<file path="config.mk">
export PLATFORM = sky130hd
export DESIGN_NAME = rtp_ctrl
export DESIGN_NICKNAME = d
export VERILOG_FILES = /design/src/sv/rtp_pkg.sv /design/src/sv/rtp_ctrl.sv
export SDC_FILE = /design/constraint.sdc
export NUM_CORES = 1
export LEC_CHECK = 0
export BUFFER_PORTS_ARGS = -buffer_cell sky130_fd_sc_hd__clkbuf_2
export CAP_MARGIN = 20
export CORE_UTILIZATION = 57
export DETAILED_ROUTE_END_ITERATION = 10
export GPL_TIMING_DRIVEN = 0
export PLACE_DENSITY_LB_ADDON = 0.08
export RECOVER_POWER = 50
export SLEW_MARGIN = 30
export SYNTH_ARGS = -nofsm -noshare
export SYNTH_HDL_FRONTEND = slang
export SYNTH_SLANG_ARGS = --single-unit
</file>
<file path="constraint.sdc">
create_clock -name clk -period 2.6 [get_ports clk]
set_input_delay 0.52 -clock clk [delete_from_list [all_inputs] [get_ports clk]]
set_output_delay 0.52 -clock clk [all_outputs]
set_load 0.1 [all_outputs]
</file>
<file path="src/sv/rtp_pkg.sv">
`timescale 1ns / 1ps
// ----------------------------------------------------------------------------
// rtp_pkg
// Shared types and constants of the rotation trapezoid profile generator.
// ----------------------------------------------------------------------------
package rtp_pkg;

	localparam logic [30:0] MAX31       = 31'h7FFF_FFFF;
	localparam logic [31:0] DEG2RAD_Q32 = 32'd74961321;
	localparam logic [63:0] HALF_Q32    = 64'h0000_0000_8000_0000;

	// Configuration register indexes.
	localparam logic [2:0] REG_LINEAR_ACCEL      = 3'd0;
	localparam logic [2:0] REG_LINEAR_TOP_SPEED  = 3'd1;
	localparam logic [2:0] REG_LINEAR_DECEL      = 3'd2;
	localparam logic [2:0] REG_LINEAR_MIN_SPEED  = 3'd3;
	localparam logic [2:0] REG_TOLERANCE_DEGREES = 3'd4;
	localparam logic [2:0] REG_WHEEL_BASE        = 3'd5;
	localparam logic [2:0] REG_TICK_PERIOD       = 3'd6;

	// Datapath operations.
	localparam logic [4:0] OP_NONE      = 5'd0;
	localparam logic [4:0] OP_LOAD      = 5'd1;
	localparam logic [4:0] OP_DIV_ACC   = 5'd2;
	localparam logic [4:0] OP_DIV_DEC   = 5'd3;
	localparam logic [4:0] OP_DIV_TOP   = 5'd4;
	localparam logic [4:0] OP_MUL_STEP  = 5'd5;
	localparam logic [4:0] OP_WB_STEP   = 5'd6;
	localparam logic [4:0] OP_MUL_TOP2  = 5'd7;
	localparam logic [4:0] OP_DIV_BD    = 5'd8;
	localparam logic [4:0] OP_MUL_GOAL  = 5'd9;
	localparam logic [4:0] OP_WB_GOAL   = 5'd10;
	localparam logic [4:0] OP_MUL_TOL   = 5'd11;
	localparam logic [4:0] OP_MUL_PROD  = 5'd12;
	localparam logic [4:0] OP_SQRT      = 5'd13;
	localparam logic [4:0] OP_BRAKE     = 5'd14;
	localparam logic [4:0] OP_RAMP      = 5'd15;
	localparam logic [4:0] OP_MUL_WHEEL = 5'd16;
	localparam logic [4:0] OP_OUT_SPEED = 5'd17;
	localparam logic [4:0] OP_OUT_FINAL = 5'd18;

	// Divider destinations.
	localparam logic [1:0] DST_ACC = 2'd0;
	localparam logic [1:0] DST_DEC = 2'd1;
	localparam logic [1:0] DST_TOP = 2'd2;
	localparam logic [1:0] DST_BD  = 2'd3;

	typedef struct packed {
		logic [4:0] op;
	} cmd_t;

	typedef struct packed {
		logic div_busy;
		logic sqrt_busy;
		logic near;
		logic brake;
		logic done;
	} status_t;

endpackage

</file>
<file path="src/sv/rtp_ctrl.sv">
`timescale 1ns / 1ps
// ----------------------------------------------------------------------------
// rtp_ctrl
// Sequencer for start and tick items, plus the output valid flag.
// ----------------------------------------------------------------------------
module rtp_ctrl (
	input  logic              clk,
	input  logic              arst_n,
	input  logic              in_valid,
	input  logic              in_kind,
	output logic              in_ready,
	output logic              out_valid,
	input  logic              out_ready,
	input  rtp_pkg::status_t  status,
	output rtp_pkg::cmd_t     cmd
);

	localparam logic [4:0] ST_IDLE  = 5'd0;
	localparam logic [4:0] ST_DA    = 5'd1;
	localparam logic [4:0] ST_DA_W  = 5'd2;
	localparam logic [4:0] ST_DD    = 5'd3;
	localparam logic [4:0] ST_DD_W  = 5'd4;
	localparam logic [4:0] ST_DT    = 5'd5;
	localparam logic [4:0] ST_DT_W  = 5'd6;
	localparam logic [4:0] ST_MS    = 5'd7;
	localparam logic [4:0] ST_WS    = 5'd8;
	localparam logic [4:0] ST_MT    = 5'd9;
	localparam logic [4:0] ST_DB    = 5'd10;
	localparam logic [4:0] ST_DB_W  = 5'd11;
	localparam logic [4:0] ST_MG    = 5'd12;
	localparam logic [4:0] ST_WG    = 5'd13;
	localparam logic [4:0] ST_MTOL  = 5'd14;
	localparam logic [4:0] ST_CHK   = 5'd15;
	localparam logic [4:0] ST_FIN   = 5'd16;
	localparam logic [4:0] ST_MT2   = 5'd17;
	localparam logic [4:0] ST_MP    = 5'd18;
	localparam logic [4:0] ST_SQ    = 5'd19;
	localparam logic [4:0] ST_SQ_W  = 5'd20;
	localparam logic [4:0] ST_BRAKE = 5'd21;
	localparam logic [4:0] ST_RAMP  = 5'd22;
	localparam logic [4:0] ST_MW    = 5'd23;
	localparam logic [4:0] ST_OUT   = 5'd24;

	logic [4:0] state_q, state_d;
	logic       out_valid_q;
	logic       out_free;
	logic       issue;

	assign in_ready  = (state_q == ST_IDLE);
	assign out_valid = out_valid_q;
	assign out_free  = !out_valid_q || out_ready;

	always_comb begin
		state_d = state_q;
		cmd.op  = rtp_pkg::OP_NONE;
		issue   = 1'b0;
		case (state_q)
			ST_IDLE: begin
				if (in_valid) begin
					cmd.op = rtp_pkg::OP_LOAD;
					if (!in_kind) begin
						state_d = ST_DA;
					end else if (!status.done) begin
						state_d = ST_MTOL;
					end
				end
			end
			ST_DA: begin
				cmd.op  = rtp_pkg::OP_DIV_ACC;
				state_d = ST_DA_W;
			end
			ST_DA_W: if (!status.div_busy) state_d = ST_DD;
			ST_DD: begin
				cmd.op  = rtp_pkg::OP_DIV_DEC;
				state_d = ST_DD_W;
			end
			ST_DD_W: if (!status.div_busy) state_d = ST_DT;
			ST_DT: begin
				cmd.op  = rtp_pkg::OP_DIV_TOP;
				state_d = ST_DT_W;
			end
			ST_DT_W: if (!status.div_busy) state_d = ST_MS;
			ST_MS: begin
				cmd.op  = rtp_pkg::OP_MUL_STEP;
				state_d = ST_WS;
			end
			ST_WS: begin
				cmd.op  = rtp_pkg::OP_WB_STEP;
				state_d = ST_MT;
			end
			ST_MT: begin
				cmd.op  = rtp_pkg::OP_MUL_TOP2;
				state_d = ST_DB;
			end
			ST_DB: begin
				cmd.op  = rtp_pkg::OP_DIV_BD;
				state_d = ST_DB_W;
			end
			ST_DB_W: if (!status.div_busy) state_d = ST_MG;
			ST_MG: begin
				cmd.op  = rtp_pkg::OP_MUL_GOAL;
				state_d = ST_WG;
			end
			ST_WG: begin
				cmd.op  = rtp_pkg::OP_WB_GOAL;
				state_d = ST_IDLE;
			end
			ST_MTOL: begin
				cmd.op  = rtp_pkg::OP_MUL_TOL;
				state_d = ST_CHK;
			end
			ST_CHK: begin
				if (status.near) begin
					state_d = ST_FIN;
				end else if (status.brake) begin
					state_d = ST_MT2;
				end else begin
					state_d = ST_RAMP;
				end
			end
			ST_FIN: begin
				if (out_free) begin
					cmd.op  = rtp_pkg::OP_OUT_FINAL;
					issue   = 1'b1;
					state_d = ST_IDLE;
				end
			end
			ST_MT2: begin
				cmd.op  = rtp_pkg::OP_MUL_TOP2;
				state_d = ST_MP;
			end
			ST_MP: begin
				cmd.op  = rtp_pkg::OP_MUL_PROD;
				state_d = ST_SQ;
			end
			ST_SQ: begin
				cmd.op  = rtp_pkg::OP_SQRT;
				state_d = ST_SQ_W;
			end
			ST_SQ_W: if (!status.sqrt_busy) state_d = ST_BRAKE;
			ST_BRAKE: begin
				cmd.op  = rtp_pkg::OP_BRAKE;
				state_d = ST_MW;
			end
			ST_RAMP: begin
				cmd.op  = rtp_pkg::OP_RAMP;
				state_d = ST_MW;
			end
			ST_MW: begin
				cmd.op  = rtp_pkg::OP_MUL_WHEEL;
				state_d = ST_OUT;
			end
			ST_OUT: begin
				if (out_free) begin
					cmd.op  = rtp_pkg::OP_OUT_SPEED;
					issue   = 1'b1;
					state_d = ST_IDLE;
				end
			end
			default: state_d = ST_IDLE;
		endcase
	end

	always_ff @(posedge clk or negedge arst_n) begin
		if (!arst_n) begin
			state_q     <= ST_IDLE;
			out_valid_q <= 1'b0;
		end else begin
			state_q <= state_d;
			if (issue) begin
				out_valid_q <= 1'b1;
			end else if (out_ready) begin
				out_valid_q <= 1'b0;
			end
		end
	end

endmodule

</file>
==> results.ini <==
[clock_tree]
cts_buffer_depth = 2
cts_tree = done
clock_latency_ns = 0.25
cts_sinks = 6
cts_buffers = 3
cts_max_level = 1
clk_pin_slew_ns = 0.05
cts-root-buf = clkbuf_4

[global_routing]
grt_usage = 0.3624
antenna_found_initial = 0
grt_max_degree = 11
grt_overflow_total = 0
grt_pass1_vias = 731
grt_pass1_wl_um = 3622

[floorplan]
core_mm2 = 0.001186
die_h_um = 39.01
ios = 17
die_w_um = 39.01
rows = 12
dieArea_mm2 = 0.001522
initial_utilization = 0.6582

[setup_path]
arrival_ns = 2.00
critical_path_required_ns = 2.08
setup.worst_path.start = state_q[4]
cp-end-kind = primary output
crit_slowest_cell = dfrtp_1
cp_max_fo = 10
slowest_delay_ns = 0.42
criticalPathCategory = flop to primary output
critPathLaunchType = flop
reg2reg_from = state_q[0]
critical-path-top-delay-family = buffers and inverters
crit_buf_inv = 2
worstPathCellList = buf_2 -> nor2b_1 -> nor2_1 -> o22ai_1 -> nand2_1 -> o21ai_2 -> clkbuf_4

[placed_design]
placed_area_um2 = 914.6
gp_congestion = 0.9642
dp_cells = 142
post-dp-hpwl_um = 1735
port_buffers = 16

[detailed_routing]
drt_wl_total_um = 2516
dr.pass1.iters = 5
drtIter0Drc = 109
wl_per_cell_um = 17.35
vias = 990
drc_errors = 0
ant_nets = 0
vias_per_cell = 6.828

[sta]
tightestPinTransition_ns = 1.167
hold_violations = 0
fin_skew_ns = 0.004495
finalSetupViolCount = 0
max_slew_margin = 0.2254
post-route-period-util = 0.9686
drv_slew = 0
period_minus_slack_ns = 2.518
fin_hold_ws_ns = 0.1548
clock.fmax_mhz = 397.1

[finish]
layout.cells.non_filler = 145
nFillCells = 96
register_area_um2 = 150.1
final_area_um2 = 940.9
syn_to_final_growth_pct = 20.51
multi_input_area_um2 = 585.6
post-route-util = 0.7932
fin_nets = 143
insertedDiodeCount = 0
drive_above_1_share = 0.2519

[logic_synthesis]
yosys.area.top_type = dfrtp_1
synth_edf_count = 0
synth_area_leaders = dfrtp_1, nor2_1, a21oi_1
yosysTopAreaCellShare = 0.1923
synth_area_per_cell_um2 = 6.971
syn_area_um2 = 780.7
synth.most_common_cell = nor2_1
postSynthCellCount = 112
synth_cell_types = 39
ys.flop_type = dfrtp_1
synth-seq-cells = 6
yosysWarnings = 0
synth_commonest_cells = nor2_1, a21oi_1, nand2_1
ys_seq_area_frac = 0.1923
syn_nets = 122
async_flop_share = 1.000

[status]
run_status = completed

[min_path]
hold_path_class = primary input to async pin

[job]
drv_cap = 0

-- cell families after synthesis --
kind of cell,after synthesis,share of synthesized area
AO/OA/AOI/OAI,36,0.3173
flip-flops,6,0.1923
AND/OR/NAND/NOR,53,0.3558
XOR/XNOR,1,0.01122
multiplexers,2,0.02884
buffers and inverters,14,0.09454
-- layer usage --
metal  track usage  vias to the layer above  wire [µm]
met5             0                        -          0
met3       0.09249                       10        337
met4       0.07759                        0         51
met2        0.5708                       90       1148
li1              -                      450          -
met1        0.4913                      440        980
-- registers in the layout (all words and copies together), names as in the netlist --
name and cells:
out_valid 1, state_q 5
-- through the flow --
stage | setup slack [ns] | setup TNS [ns]
final | 0.08152 | 0
after global routing | -0.009373 | -0.01460
after CTS | 0.05538 | 0
after detailed placement | 0.2040 | 0
after global placement | 0.2450 | 0
after floorplan | -0.1328 | -0.1328
-- worst register-to-register path, stage by stage (launching register included) --
cell and delay [ns]:
dfrtp_1 0.33, buf_4 0.17, nor2_2 0.08, and3b_1 0.20, a32oi_1 0.40, nand2_2 0.11
mux2_1 0.32
-- placed cells by master (no fill, tap or decap), drive strengths merged, types with 2 or more instances in the layout --
master,synthesis,final
clkbuf,3,21
a21oi,9,9
buf,8,9
nor3,4,4
and2,2,2
mux2,2,2
nor2,15,15
o21ai,8,8
inv,3,3
nand2,10,10
nand2b,6,6
a31oi,2,2
dfrtp,6,6
a32oi,4,4
nor2b,4,4
o32ai,2,2
o22ai,5,5
nand3,2,2
nand3b,4,4
-- cell type report --
class	instances	area share
Timing Repair Buffer	16	0.09707
Tap cell	14	0.01862
Multi-Input combinational cell	92	0.6223
Buffer	11	0.06649
Clock buffer	3	0.02394
Sequential cell	6	0.1596
Inverter	3	0.01197
-- final timing paths --
check | to | slack, ns | cells after the start
max | cmd[3] | 0.08 | 7
min | state_q[1] | 0.15 | 1
max reg2reg | state_q[3] | 0.86 | 6
min reg2reg | out_valid | 0.62 | 2
max in group asynchronous | state_q[4] | 2.17 | 1
min in group clk | state_q[0] | 0.59 | 3
-- what timing repair did --
action,CTS,global route
setup buffers,0,0
resized for setup,1,8
hold buffers,0,0
setup endpoints to repair,1,4
Power is left out: the tool's default activity adds up to more than one toggle a clock period on the data nets, which glitch-free logic cannot reach.
